===== src/rtl/core/mme_pkg.sv =====
`default_nettype none

package mme_pkg;

  // Largest matrix edge supported by default.
  localparam int DIM_DEFAULT = 8;

  // Configuration port geometry: four 32-bit registers at byte addresses 4*i.
  localparam int CFG_AW = 4;
  localparam int CFG_DW = 32;

  localparam logic [1:0] REG_ROWS_FIRST  = 2'd0;
  localparam logic [1:0] REG_COLS_FIRST  = 2'd1;
  localparam logic [1:0] REG_ROWS_SECOND = 2'd2;
  localparam logic [1:0] REG_COLS_SECOND = 2'd3;

  typedef enum logic [1:0] {
    OP_WR_FIRST  = 2'd0,
    OP_WR_SECOND = 2'd1,
    OP_COMPUTE   = 2'd2
  } opcode_t;

  typedef enum logic [1:0] {
    SEQ_IDLE,
    SEQ_RUN,
    SEQ_ERR
  } seq_state_t;

  typedef struct packed {
    logic [1:0]         opcode;
    logic [2:0]         row_index;
    logic [2:0]         col_index;
    logic signed [15:0] element_value;
  } in_word_t;

  typedef struct packed {
    logic signed [31:0] product_value;
    logic [2:0]         out_row;
    logic [2:0]         out_col;
    logic               last_flag;
    logic               error_flag;
  } out_word_t;

  typedef struct packed {
    logic [3:0] rows_first;
    logic [3:0] cols_first;
    logic [3:0] rows_second;
    logic [3:0] cols_second;
  } cfg_dims_t;

  // Control carried alongside each multiply-accumulate step.
  typedef struct packed {
    logic       valid;
    logic       first;
    logic       lastk;
    logic       last;
    logic       err;
    logic [2:0] row;
    logic [2:0] col;
  } mac_tag_t;

endpackage

`default_nettype wire


===== src/rtl/core/mme_ram.sv =====
`default_nettype none

module mme_ram #(
  parameter int WIDTH = 16,
  parameter int DEPTH = 64,
  localparam int AW = (DEPTH > 1) ? $clog2(DEPTH) : 1
) (
  input  wire logic             clk,
  input  wire logic             we,
  input  wire logic [AW-1:0]    waddr,
  input  wire logic [WIDTH-1:0] wdata,
  input  wire logic             re,
  input  wire logic [AW-1:0]    raddr,
  output logic      [WIDTH-1:0] rdata
);

  logic [WIDTH-1:0] mem_r [DEPTH];
  logic [WIDTH-1:0] rdata_r;

  always_ff @(posedge clk) begin
    if (we) begin
      mem_r[waddr] <= wdata;
    end
    if (re) begin
      rdata_r <= mem_r[raddr];
    end
  end

  assign rdata = rdata_r;

endmodule

`default_nettype wire


===== src/rtl/core/mme_seq.sv =====
`default_nettype none

module mme_seq #(
  parameter int DIM = mme_pkg::DIM_DEFAULT,
  localparam int IW = (DIM > 1) ? $clog2(DIM) : 1,
  localparam int AW = (DIM > 1) ? $clog2(DIM * DIM) : 1
) (
  input  wire logic              clk,
  input  wire logic              rst_n,
  input  wire mme_pkg::cfg_dims_t dims,
  input  wire logic              start,
  input  wire logic              adv,
  output logic                   idle,
  output logic                   re,
  output logic [AW-1:0]          addr_a,
  output logic [AW-1:0]          addr_b,
  output mme_pkg::mac_tag_t      tag
);

  function automatic logic [3:0] clamp_dim(input logic [3:0] v);
    logic [3:0] r;
    begin
      if (v == 4'd0) begin
        r = 4'd1;
      end else if (32'(v) > DIM) begin
        r = 4'(DIM);
      end else begin
        r = v;
      end
      return r;
    end
  endfunction

  mme_pkg::seq_state_t state_r, state_nxt;
  logic [IW-1:0] i_r, i_nxt, j_r, j_nxt, k_r, k_nxt;
  logic [3:0] m_c, inner_c, inner2_c, n_c;
  logic at_k_end, at_j_end, at_i_end;

  assign m_c      = clamp_dim(dims.rows_first);
  assign inner_c  = clamp_dim(dims.cols_first);
  assign inner2_c = clamp_dim(dims.rows_second);
  assign n_c      = clamp_dim(dims.cols_second);

  assign at_k_end = (4'(k_r) == inner_c - 4'd1);
  assign at_j_end = (4'(j_r) == n_c - 4'd1);
  assign at_i_end = (4'(i_r) == m_c - 4'd1);

  always_ff @(posedge clk) begin
    if (!rst_n) begin
      state_r <= mme_pkg::SEQ_IDLE;
      i_r     <= '0;
      j_r     <= '0;
      k_r     <= '0;
    end else begin
      state_r <= state_nxt;
      i_r     <= i_nxt;
      j_r     <= j_nxt;
      k_r     <= k_nxt;
    end
  end

  always_comb begin
    state_nxt = state_r;
    i_nxt     = i_r;
    j_nxt     = j_r;
    k_nxt     = k_r;
    unique case (state_r)
      mme_pkg::SEQ_IDLE: begin
        if (start) begin
          i_nxt     = '0;
          j_nxt     = '0;
          k_nxt     = '0;
          state_nxt = (inner_c != inner2_c) ? mme_pkg::SEQ_ERR : mme_pkg::SEQ_RUN;
        end
      end
      mme_pkg::SEQ_ERR: begin
        if (adv) begin
          state_nxt = mme_pkg::SEQ_IDLE;
        end
      end
      mme_pkg::SEQ_RUN: begin
        if (adv) begin
          if (at_k_end) begin
            k_nxt = '0;
            if (at_j_end) begin
              j_nxt = '0;
              if (at_i_end) begin
                state_nxt = mme_pkg::SEQ_IDLE;
              end else begin
                i_nxt = i_r + IW'(1);
              end
            end else begin
              j_nxt = j_r + IW'(1);
            end
          end else begin
            k_nxt = k_r + IW'(1);
          end
        end
      end
      default: state_nxt = mme_pkg::SEQ_IDLE;
    endcase
  end

  always_comb begin
    tag.valid = (state_r != mme_pkg::SEQ_IDLE);
    tag.err   = (state_r == mme_pkg::SEQ_ERR);
    tag.first = tag.err || (k_r == '0);
    tag.lastk = tag.err || at_k_end;
    tag.last  = tag.err || (at_i_end && at_j_end);
    tag.row   = 3'(i_r);
    tag.col   = 3'(j_r);
  end

  assign idle   = (state_r == mme_pkg::SEQ_IDLE);
  assign re     = adv && tag.valid;
  assign addr_a = AW'(32'(i_r) * DIM + 32'(k_r));
  assign addr_b = AW'(32'(k_r) * DIM + 32'(j_r));

endmodule

`default_nettype wire


===== src/rtl/core/mme_mac.sv =====
`default_nettype none

module mme_mac (
  input  wire logic               clk,
  input  wire logic               rst_n,
  input  wire logic               adv,
  input  wire mme_pkg::mac_tag_t  tag_in,
  input  wire logic signed [15:0] a_data,
  input  wire logic signed [15:0] b_data,
  output logic                    res_valid,
  output mme_pkg::out_word_t      res
);

  mme_pkg::mac_tag_t t1_r, t2_r;
  logic signed [31:0] mult;
  logic [31:0] prod_r;
  logic [31:0] acc_r;
  logic [31:0] sum;

  // Stage one lines up with the store read data; stage two with the product.
  assign mult = a_data * b_data;
  assign sum  = t2_r.first ? prod_r : acc_r + prod_r;

  always_ff @(posedge clk) begin
    if (!rst_n) begin
      t1_r.valid <= 1'b0;
      t2_r.valid <= 1'b0;
    end else if (adv) begin
      t1_r.valid <= tag_in.valid;
      t2_r.valid <= t1_r.valid;
    end
    if (adv) begin
      t1_r.first <= tag_in.first;
      t1_r.lastk <= tag_in.lastk;
      t1_r.last  <= tag_in.last;
      t1_r.err   <= tag_in.err;
      t1_r.row   <= tag_in.row;
      t1_r.col   <= tag_in.col;
      t2_r.first <= t1_r.first;
      t2_r.lastk <= t1_r.lastk;
      t2_r.last  <= t1_r.last;
      t2_r.err   <= t1_r.err;
      t2_r.row   <= t1_r.row;
      t2_r.col   <= t1_r.col;
      prod_r     <= t1_r.err ? 32'd0 : mult;
      if (t2_r.valid) begin
        acc_r <= sum;
      end
    end
  end

  assign res_valid         = t2_r.valid && t2_r.lastk;
  assign res.product_value = sum;
  assign res.out_row       = t2_r.row;
  assign res.out_col       = t2_r.col;
  assign res.last_flag     = t2_r.last;
  assign res.error_flag    = t2_r.err;

endmodule

`default_nettype wire


===== src/rtl/core/matrix_multiply_engine.sv =====
// Channel   Direction  Handshake             Word
// in_       in         in_valid / in_ready    mme_pkg::in_word_t (command and element)
// out_      out        out_valid / out_ready  mme_pkg::out_word_t (product element)
// cfg       in         psel / penable         APB-style, four 32-bit registers at 4*i
//
// A write word gives no result. A compute word issues one multiply-accumulate
// per cycle while the pipeline is not frozen, rows_first * cols_second *
// cols_first in all, a rate set by the single multiplier and the one read
// port of each store; an element passes from its last read through the store
// read data register and the product register into the output register, and
// the next word is taken once the last read has been issued.
// A dimension mismatch gives a single flagged result word. Reset is synchronous
// and clears the sequencer, the pipeline valid bits, the dimension registers
// and out_valid; the stores are not cleared. A result held back by out_ready
// freezes the read and multiply pipeline when the next is done, until taken.
`default_nettype none

module matrix_multiply_engine #(
  parameter int DIM = mme_pkg::DIM_DEFAULT
) (
  input  wire logic                        clk,
  input  wire logic                        rst_n,
  input  wire logic                        in_valid,
  output logic                             in_ready,
  input  wire mme_pkg::in_word_t           in_data,
  output logic                             out_valid,
  input  wire logic                        out_ready,
  output mme_pkg::out_word_t               out_data,
  input  wire logic                        psel,
  input  wire logic                        penable,
  input  wire logic                        pwrite,
  input  wire logic [mme_pkg::CFG_AW-1:0]  paddr,
  input  wire logic [mme_pkg::CFG_DW-1:0]  pwdata,
  output logic      [mme_pkg::CFG_DW-1:0]  prdata,
  output logic                             pready
);

  localparam int AW = (DIM > 1) ? $clog2(DIM * DIM) : 1;

  // Configuration registers, held as written; the sequencer clamps them.
  mme_pkg::cfg_dims_t dims_r;
  logic cfg_wr;

  assign pready = 1'b1;
  assign cfg_wr = psel && penable && pwrite && pready;

  always_ff @(posedge clk) begin
    if (!rst_n) begin
      dims_r.rows_first  <= 4'd1;
      dims_r.cols_first  <= 4'd1;
      dims_r.rows_second <= 4'd1;
      dims_r.cols_second <= 4'd1;
    end else if (cfg_wr) begin
      unique case (paddr[3:2])
        mme_pkg::REG_ROWS_FIRST:  dims_r.rows_first  <= pwdata[3:0];
        mme_pkg::REG_COLS_FIRST:  dims_r.cols_first  <= pwdata[3:0];
        mme_pkg::REG_ROWS_SECOND: dims_r.rows_second <= pwdata[3:0];
        mme_pkg::REG_COLS_SECOND: dims_r.cols_second <= pwdata[3:0];
        default: ;
      endcase
    end
  end

  always_comb begin
    unique case (paddr[3:2])
      mme_pkg::REG_ROWS_FIRST:  prdata = 32'(dims_r.rows_first);
      mme_pkg::REG_COLS_FIRST:  prdata = 32'(dims_r.cols_first);
      mme_pkg::REG_ROWS_SECOND: prdata = 32'(dims_r.rows_second);
      mme_pkg::REG_COLS_SECOND: prdata = 32'(dims_r.cols_second);
      default:                  prdata = '0;
    endcase
  end

  // Input decode. Element writes go straight into the stores; writes outside
  // the matrix bounds are dropped.
  logic in_fire, in_range, we_a, we_b, start;
  logic [AW-1:0] waddr;

  assign in_fire  = in_valid && in_ready;
  assign in_range = (32'(in_data.row_index) < DIM) && (32'(in_data.col_index) < DIM);
  assign we_a     = in_fire && in_range && (in_data.opcode == mme_pkg::OP_WR_FIRST);
  assign we_b     = in_fire && in_range && (in_data.opcode == mme_pkg::OP_WR_SECOND);
  assign start    = in_fire && (in_data.opcode == mme_pkg::OP_COMPUTE);
  assign waddr    = AW'(32'(in_data.row_index) * DIM + 32'(in_data.col_index));

  // The pipeline advances unless a finished element meets a full output
  // register that is not being emptied.
  logic adv, seq_idle, re;
  logic [AW-1:0] addr_a, addr_b;
  logic [15:0] rdata_a, rdata_b;
  mme_pkg::mac_tag_t tag;
  logic res_valid;
  mme_pkg::out_word_t res;
  logic out_valid_r, out_valid_nxt, out_load;
  mme_pkg::out_word_t out_data_r;

  assign adv      = !(res_valid && out_valid_r && !out_ready);
  assign in_ready = seq_idle;

  mme_seq #(.DIM(DIM)) u_seq (
    .clk    (clk),
    .rst_n  (rst_n),
    .dims   (dims_r),
    .start  (start),
    .adv    (adv),
    .idle   (seq_idle),
    .re     (re),
    .addr_a (addr_a),
    .addr_b (addr_b),
    .tag    (tag)
  );

  mme_ram #(.WIDTH(16), .DEPTH(DIM * DIM)) u_ram_first (
    .clk   (clk),
    .we    (we_a),
    .waddr (waddr),
    .wdata (in_data.element_value),
    .re    (re),
    .raddr (addr_a),
    .rdata (rdata_a)
  );

  mme_ram #(.WIDTH(16), .DEPTH(DIM * DIM)) u_ram_second (
    .clk   (clk),
    .we    (we_b),
    .waddr (waddr),
    .wdata (in_data.element_value),
    .re    (re),
    .raddr (addr_b),
    .rdata (rdata_b)
  );

  mme_mac u_mac (
    .clk       (clk),
    .rst_n     (rst_n),
    .adv       (adv),
    .tag_in    (tag),
    .a_data    (rdata_a),
    .b_data    (rdata_b),
    .res_valid (res_valid),
    .res       (res)
  );

  // Output register: it holds one finished word while the next element is
  // still being accumulated.
  assign out_load      = adv && res_valid;
  assign out_valid_nxt = out_load || (out_valid_r && !out_ready);

  always_ff @(posedge clk) begin
    if (!rst_n) begin
      out_valid_r <= 1'b0;
    end else begin
      out_valid_r <= out_valid_nxt;
    end
  end

  always_ff @(posedge clk) begin
    if (out_load) begin
      out_data_r <= res;
    end
  end

  assign out_valid = out_valid_r;
  assign out_data  = out_data_r;

`ifndef SYNTHESIS
  // A finished element held back by a full output register must not change.
  assert property (@(posedge clk) disable iff (!rst_n)
    (res_valid && !adv) |=> (res_valid && $stable(res)))
    else $error("finished element lost while output stalled");

  // No new word is taken while the sequencer still issues reads.
  assert property (@(posedge clk) disable iff (!rst_n)
    in_ready |-> !tag.valid)
    else $error("input accepted while reads are being issued");

  // A mismatch result is always the closing word of its run.
  assert property (@(posedge clk) disable iff (!rst_n)
    (out_valid && out_data.error_flag) |-> out_data.last_flag)
    else $error("error word without last marker");
`endif

endmodule

`default_nettype wire


===== config.mk =====
export PLATFORM = sky130hd
export DESIGN_NAME = matrix_multiply_engine
export DESIGN_NICKNAME = d
export VERILOG_FILES = /design/src/rtl/core/mme_pkg.sv /design/src/rtl/core/mme_ram.sv /design/src/rtl/core/mme_seq.sv /design/src/rtl/core/mme_mac.sv /design/src/rtl/core/matrix_multiply_engine.sv
export SDC_FILE = /design/constraint.sdc
export NUM_CORES = 2
export LEC_CHECK = 0
export BUFFER_PORTS_ARGS = -buffer_cell sky130_fd_sc_hd__buf_2
export CORE_MARGIN = 2
export CORE_UTILIZATION = 50
export DETAILED_ROUTE_END_ITERATION = 6
export PLACE_DENSITY_LB_ADDON = 0.3
export SKIP_CTS_REPAIR_TIMING = 1
export SLEW_MARGIN = 20
export SYNTH_ARGS = -nofsm -noshare
export SYNTH_HDL_FRONTEND = slang
export SYNTH_SLANG_ARGS = --single-unit

===== constraint.sdc =====
create_clock -name clk -period 11.3 [get_ports clk]
set_clock_uncertainty 0.1 [all_clocks]
set_input_delay 0 -clock clk [delete_from_list [all_inputs] [get_ports clk]]
set_output_delay 0 -clock clk [all_outputs]
set_load 0.01 [all_outputs]

Word-level counts from Yosys, hierarchy flattened:

Memories as Yosys holds them, arrays and structs flattened. A register that Yosys moved wholly into a read port is not among the register bits.
Index checks and enable logic that the tools add are counted.

* memory bits (read-only): 0
* memories kept: 2
* memory bits (writable): 2048
* output and inout bits: 75
* latch bits: 0
* flip-flop bits (word level): 154
* input port bits: 67

Memory list
* u_ram_first.mem_r: words 64, bits a word 16, rd ports 1, clocked after Yosys merged registers in 1, wr ports 1, line mme_ram.sv:17 `logic [WIDTH-1:0] mem_r [DEPTH];`
* u_ram_second.mem_r: words 64, bits a word 16, rd ports 1, clocked after Yosys merged registers in 1, wr ports 1, line mme_ram.sv:17

* $add $sub $neg: 10
* multiply operators: 1
* eq/ne operators: 18
* order comparisons: 4
* reduce and logical (&&, ||, !) cells: 38
* mux-type cells: 35
* shifts and indexed selects: 0
* bitwise logic cells: 1
* divide/modulo/power cells: 0

Operators by type and width (count)
* $pmux W32 S4: 1
* $add A32 B32 Y32: 1
* $mul A16 B16 Y32: 1
* $mux W32: 1
* $mux W4: 8
* $mux W3: 10
* $add A6 B3 Y6: 3
* $pmux W3 S2: 3
* $gt A4 B4 Y1 const B: 4
* $logic_not A4 Y1: 4
* $mux W2: 7
* $logic_and A1 B1 Y1: 13
* $eq A3 B4 Y1: 3
* $reduce_and A6 Y1: 2
* $sub A4 B1 Y4 const B: 3
* $reduce_and A2 Y1: 5
* $add A3 B1 Y3 const B: 3
* $eq A2 B2 Y1 const B: 4
* $ne A2 B1 Y1 const B: 4
* $eq A2 B1 Y1 const B: 3
* $logic_not A2 Y1: 3
* $ne A2 B2 Y1 const B: 3
* $pmux W2 S3: 1
* $logic_or A1 B1 Y1: 4
* 8 further kinds: 13

Logic depth before layout (Yosys ltp):

* depth in word-level cells: 10
* mapped depth: 24

Cells and area by module:

Synthesis repeated with hierarchy kept, for this count alone.

* cells, all modules: 5444
* area total of the unflattened synthesis: 98308.0 um^2

Modules (own cells, without submodules)
* mme_ram: instances 2, area an instance 40202.3 um^2, sequential area each 31230.0 um^2, cells each 1829
* mme_mac: instances 1, area an instance 14655.3 um^2, sequential area each 2562.5 um^2, cells each 1513
* matrix_multiply_engine: instances 1, area an instance 2233.4 um^2, sequential area each 1541.5 um^2, cells each 148
* mme_seq: instances 1, area an instance 1014.7 um^2, sequential area each 220.2 um^2, cells each 125

Least setup slack after synthesis:

No wires, ideal clock.

* kind: reg-to-reg
* from: reg u_ram_first.rdata_r[15], in the netlist u_ram_first.rdata[15] (read register of u_ram_first.mem_r)
* to: reg u_mac.prod_r[29], data pin
* stages on the path, launching flop included: 22
* setup time: 0.157 ns
* period minus slack after synthesis: 6.242 ns
* arrival time: 5.985 ns
* slack: 5.058 ns
* path through: edfxtp_1 > clkbuf_1 > nand2_1 > fa_1 > inv_1 > fa_1 > inv_1 > fa_1 > fa_1 > fa_1 > fa_1 > inv_1 > ha_1 > a21oi_1 > o21bai_1 > a21oi_1 > nor2b_1 > o21a_1 > o21a_1 > o21a_1 > o31a_1 > nor3_1

* word-level cells in the longest chain between the ends: 1

Ends and longest elaborated chain
* start, declared: line mme_ram.sv:18 `logic [WIDTH-1:0] rdata_r;`
* $mul A16 B16 Y32: line mme_mac.sv:21 `assign mult = a_data * b_data;`
* end signal, assigned: line mme_mac.sv:45 `prod_r <= t1_r.err ? 32'd0 : mult;`
* end, declared: line mme_mac.sv:16 `logic [31:0] prod_r;`

No other way between the ends.
A chain may end at the register's enable or synchronous reset.

Worst setup path in the final report:

* from: reg u_ram_second.rdata_r[1], in the netlist u_ram_second.rdata[1] (read register of u_ram_second.mem_r)
* to: reg u_mac.prod_r[29], data pin

* word-level cells in the longest chain between the ends: 1

Ends and longest elaborated chain (line)
* start, declared: mme_ram.sv:18
* $mul A16 B16 Y32: mme_mac.sv:21

No other way between the ends.

==> out/results.ini <==
[setup_path]
arrival_ns=7.56
required_ns=11.87
path_max_fanout=16
crit_type=register to register
reg2reg_to=u_mac.prod_r[29]
r2r_cells=20
cp-end-kind=register
r2r-start=u_ram_second.rdata[1]
startpoint_type=register
reg2reg_slack_ns=4.32
crit_start=u_ram_second.rdata[1]

[detailed_routing]
num_vias=47200
ant_nets=0
post_drt_wl_per_cell_um=28.1
drtIter0Drc=5581
viasPerCell=5.99
routed_wl_um=221000
dr.pass1.iters=5
drc=0

[power]
p_seq_share_pct=44.1
pwr-share-comb_pct=20.8
ir_drop_uv=216
power.net_switching_mw=5.69
leakagePower_nw=35.7
switching_share_pct=26.5
p_per_area_nw_per_um2=198
p_clk_share_pct=35.1
p_int_mw=15.8

[global_route]
grt_pass1_vias=47700
grt_max_degree=120
grtUsageTotal_pct=22.6
grt_overflow=0
grt_pass1_wl_um=323000
antenna_found_initial=11

[logic_synthesis]
synth_cells=4853
yosysUniqueCellTypes=63
ys_seq_area_share_pct=69.1
async_flop_share_pct=0
synth_flop_cell=edfxtp_1
ys_warn_count=0
syn_area_sq_um=96600
synth.avg_cell_area_sq_um=19.9
synth-seq-cells=2234
synth_edf_count=2204

[cts]
cts_root_buf=clkbuf_16
clk-insertion-delay-late_ns=0.88
clk_pin_slew_ns=0.06
cts_sinks=2234
cts_tree=done
cts_buffers=216
htreeDepth=4
cts_buffer_depth=3

[final_layout]
num-nets-final=5601
drive_gt1_share_pct=24.0
syn2layout_area_growth_pct=12.3

[timing]
setup_tns_ns=0
grt_setup_unrepaired=no
fin_ws_ns=4.32
tightest_slew_ns=1.10
relSlewSlack_pct=26.9
slew_violations=0
setup_viol=0
whs_ns=-0.0252
fin_crit_sh_pct=61.8
period_needed_ns=6.98
fmax_mhz=143
hold_viol=1

[floorplan]
rows=161
dieWidth_um=444
ios=142
die_y_um=444
coreArea_sq_um=192000
die-area_sq_um=197000
initial_core_util_pct=50.3

[worst_hold_path]
holdPathStages=6
hold_end=u_seq.k_r[1]
hold_path.startpoint=in_data[23]
hold_class=primary input to register

[place]
io_buffers=82
post-place-ws_ns=4.38
gp_congestion=0.831
dp_hpwl_um=131000

[flow_run]
maxCapViolCount=0

[run_status]
outcome=finished, violations left
violations=negative hold slack

-- layer usage --
layer	share of wire (%)	track usage (%)	vias to the layer above
met3	8.1	3.56	323
li1	-	-	19600
met4	2.7	6.16	2
met5	0.0091	0	-
met1	41	32.6	25100
met2	49	36.2	2115
-- kinds of logic after synthesis --
logic type | Yosys count | synth area share, %
compound gates | 223 | 1.48
xor+xnor | 79 | 0.716
fa+ha+maj | 383 | 7.00
buf+inv | 586 | 2.55
flops | 2234 | 69.1
mux | 697 | 16.0
other cells | 2 | 0.00777
simple gates | 649 | 3.14
-- how the worst max path moves through the flow --
stage	to	slack, ns
global route	u_mac.prod_r[29]	3.87
finish	u_mac.prod_r[29]	4.32
detailed placement	u_mac.prod_r[29]	4.38
floorplan	u_mac.prod_r[29]	5.06
CTS	u_mac.prod_r[29]	4.33
global placement	u_mac.prod_r[29]	4.45
-- cell usage after synthesis (12+ instances only) --
library cell | count | area (sq um)
edfxtp_1 | 2204 | 66200
mux4_2 | 676 | 15200
inv_1 | 338 | 1270
fa_1 | 263 | 5270
nor2_1 | 206 | 773
nand2_1 | 205 | 769
clkbuf_1 | 122 | 458
ha_1 | 120 | 1500
and2_1 | 117 | 732
a21oi_1 | 56 | 280
o21ai_0 | 49 | 245
xnor2_1 | 49 | 429
buf_2 | 48 | 240
buf_4 | 39 | 293
buf_1 | 31 | 116
dfxtp_1 | 30 | 601
xor2_1 | 30 | 263
nor2b_1 | 29 | 181
a21o_1 | 27 | 203
mux2i_1 | 19 | 190
nand2b_1 | 19 | 119
nand3_1 | 15 | 75.1
o21bai_1 | 12 | 90.1
-- critical path, cell delays in order, from the launching register on --
cell and delay [ns]:
edfxtp_1 0.83, nand2_1 0.21, inv_1 0.17, fa_1 0.53, fa_1 0.80, inv_1 0.11
fa_1 0.49, fa_1 0.57, fa_1 0.43, fa_1 0.49, inv_1 0.04, ha_1 0.36
a21oi_1 0.31, o21bai_1 0.10, a21oi_1 0.21, nor2b_1 0.09, o21a_1 0.17, o21a_1 0.16
o21a_1 0.19, o31a_1 0.28, nor3_1 0.17
-- through the flow --
| stage | total power, mW | area (sq um) | hold slack, ns | cells | utilization, % |
|---|---|---|---|---|---|
| final | 21.4 | 109000 | -0.0252 | 7869 | 56.5 |
| after global routing | 22.5 | 109000 | 0.0139 | 7866 | 56.5 |
| after CTS | 21.6 | 108000 | -0.737 | 7816 | 56.2 |
| after detailed placement | 14.1 | 101000 | 0.184 | 7410 | 52.3 |
| after global placement | 14.0 | 101000 | 0.174 | 7410 | 52.3 |
| after floorplan | 13.1 | 96700 | -0.00113 | 4880 | - |
-- state kept, by name, indices dropped and copies added, names as in the netlist --
signal              cells
u_mac.acc_r            32
u_seq.i_r               3
u_mac.t1_r             11
u_seq.state_r           2
dims_r                 16
u_seq.k_r               3
u_ram_second.mem_r   1024
u_seq.j_r               3
u_ram_second.rdata     16
u_mac.res               8
u_mac.prod_r           32
u_mac.t2_r              3
out_valid               1
out_data               40
u_ram_first.mem_r    1024
u_ram_first.rdata      16
-- placed cells by master, fill, tap and decap left out, drive strengths merged, types with 12 or more instances in the layout --
cell,n
edfxtp,2204
mux4,676
inv,346
fa,263
buf,253
clkbuf,251
nor2,206
nand2,205
ha,120
and2,117
clkinv,103
a21oi,56
o21ai,55
xnor2,49
dlygate4sd3,48
bufinv,38
xor2,30
dfxtp,30
nor2b,29
conb,29
a21o,27
nand2b,19
mux2i,19
nand3,15
o21bai,12
-- power groups by stage --
stage / Combinational [mW] / Clock (mW) / Sequential (mW)
after floorplan: 3.52 / 0 / 9.59
after global placement: 4.37 / 0 / 9.64
after detailed placement: 4.44 / 0 / 9.64
after CTS: 4.47 / 7.64 / 9.46
after global routing: 5.09 / 7.95 / 9.47
final: 4.46 / 7.53 / 9.46
-- cell type report --
cell class                 count  area, sq um
fill                       14100        83600
clock buffer                 251         5570
clock inverter               155         1930
multi-input combinational   2060        27500
inverter                     338         1270
tap                         2526         3160
sequential                  2234        66800
antenna                        4         10.0
timing repair buffer         301         2280
Power figures use the tool's default switching activity.
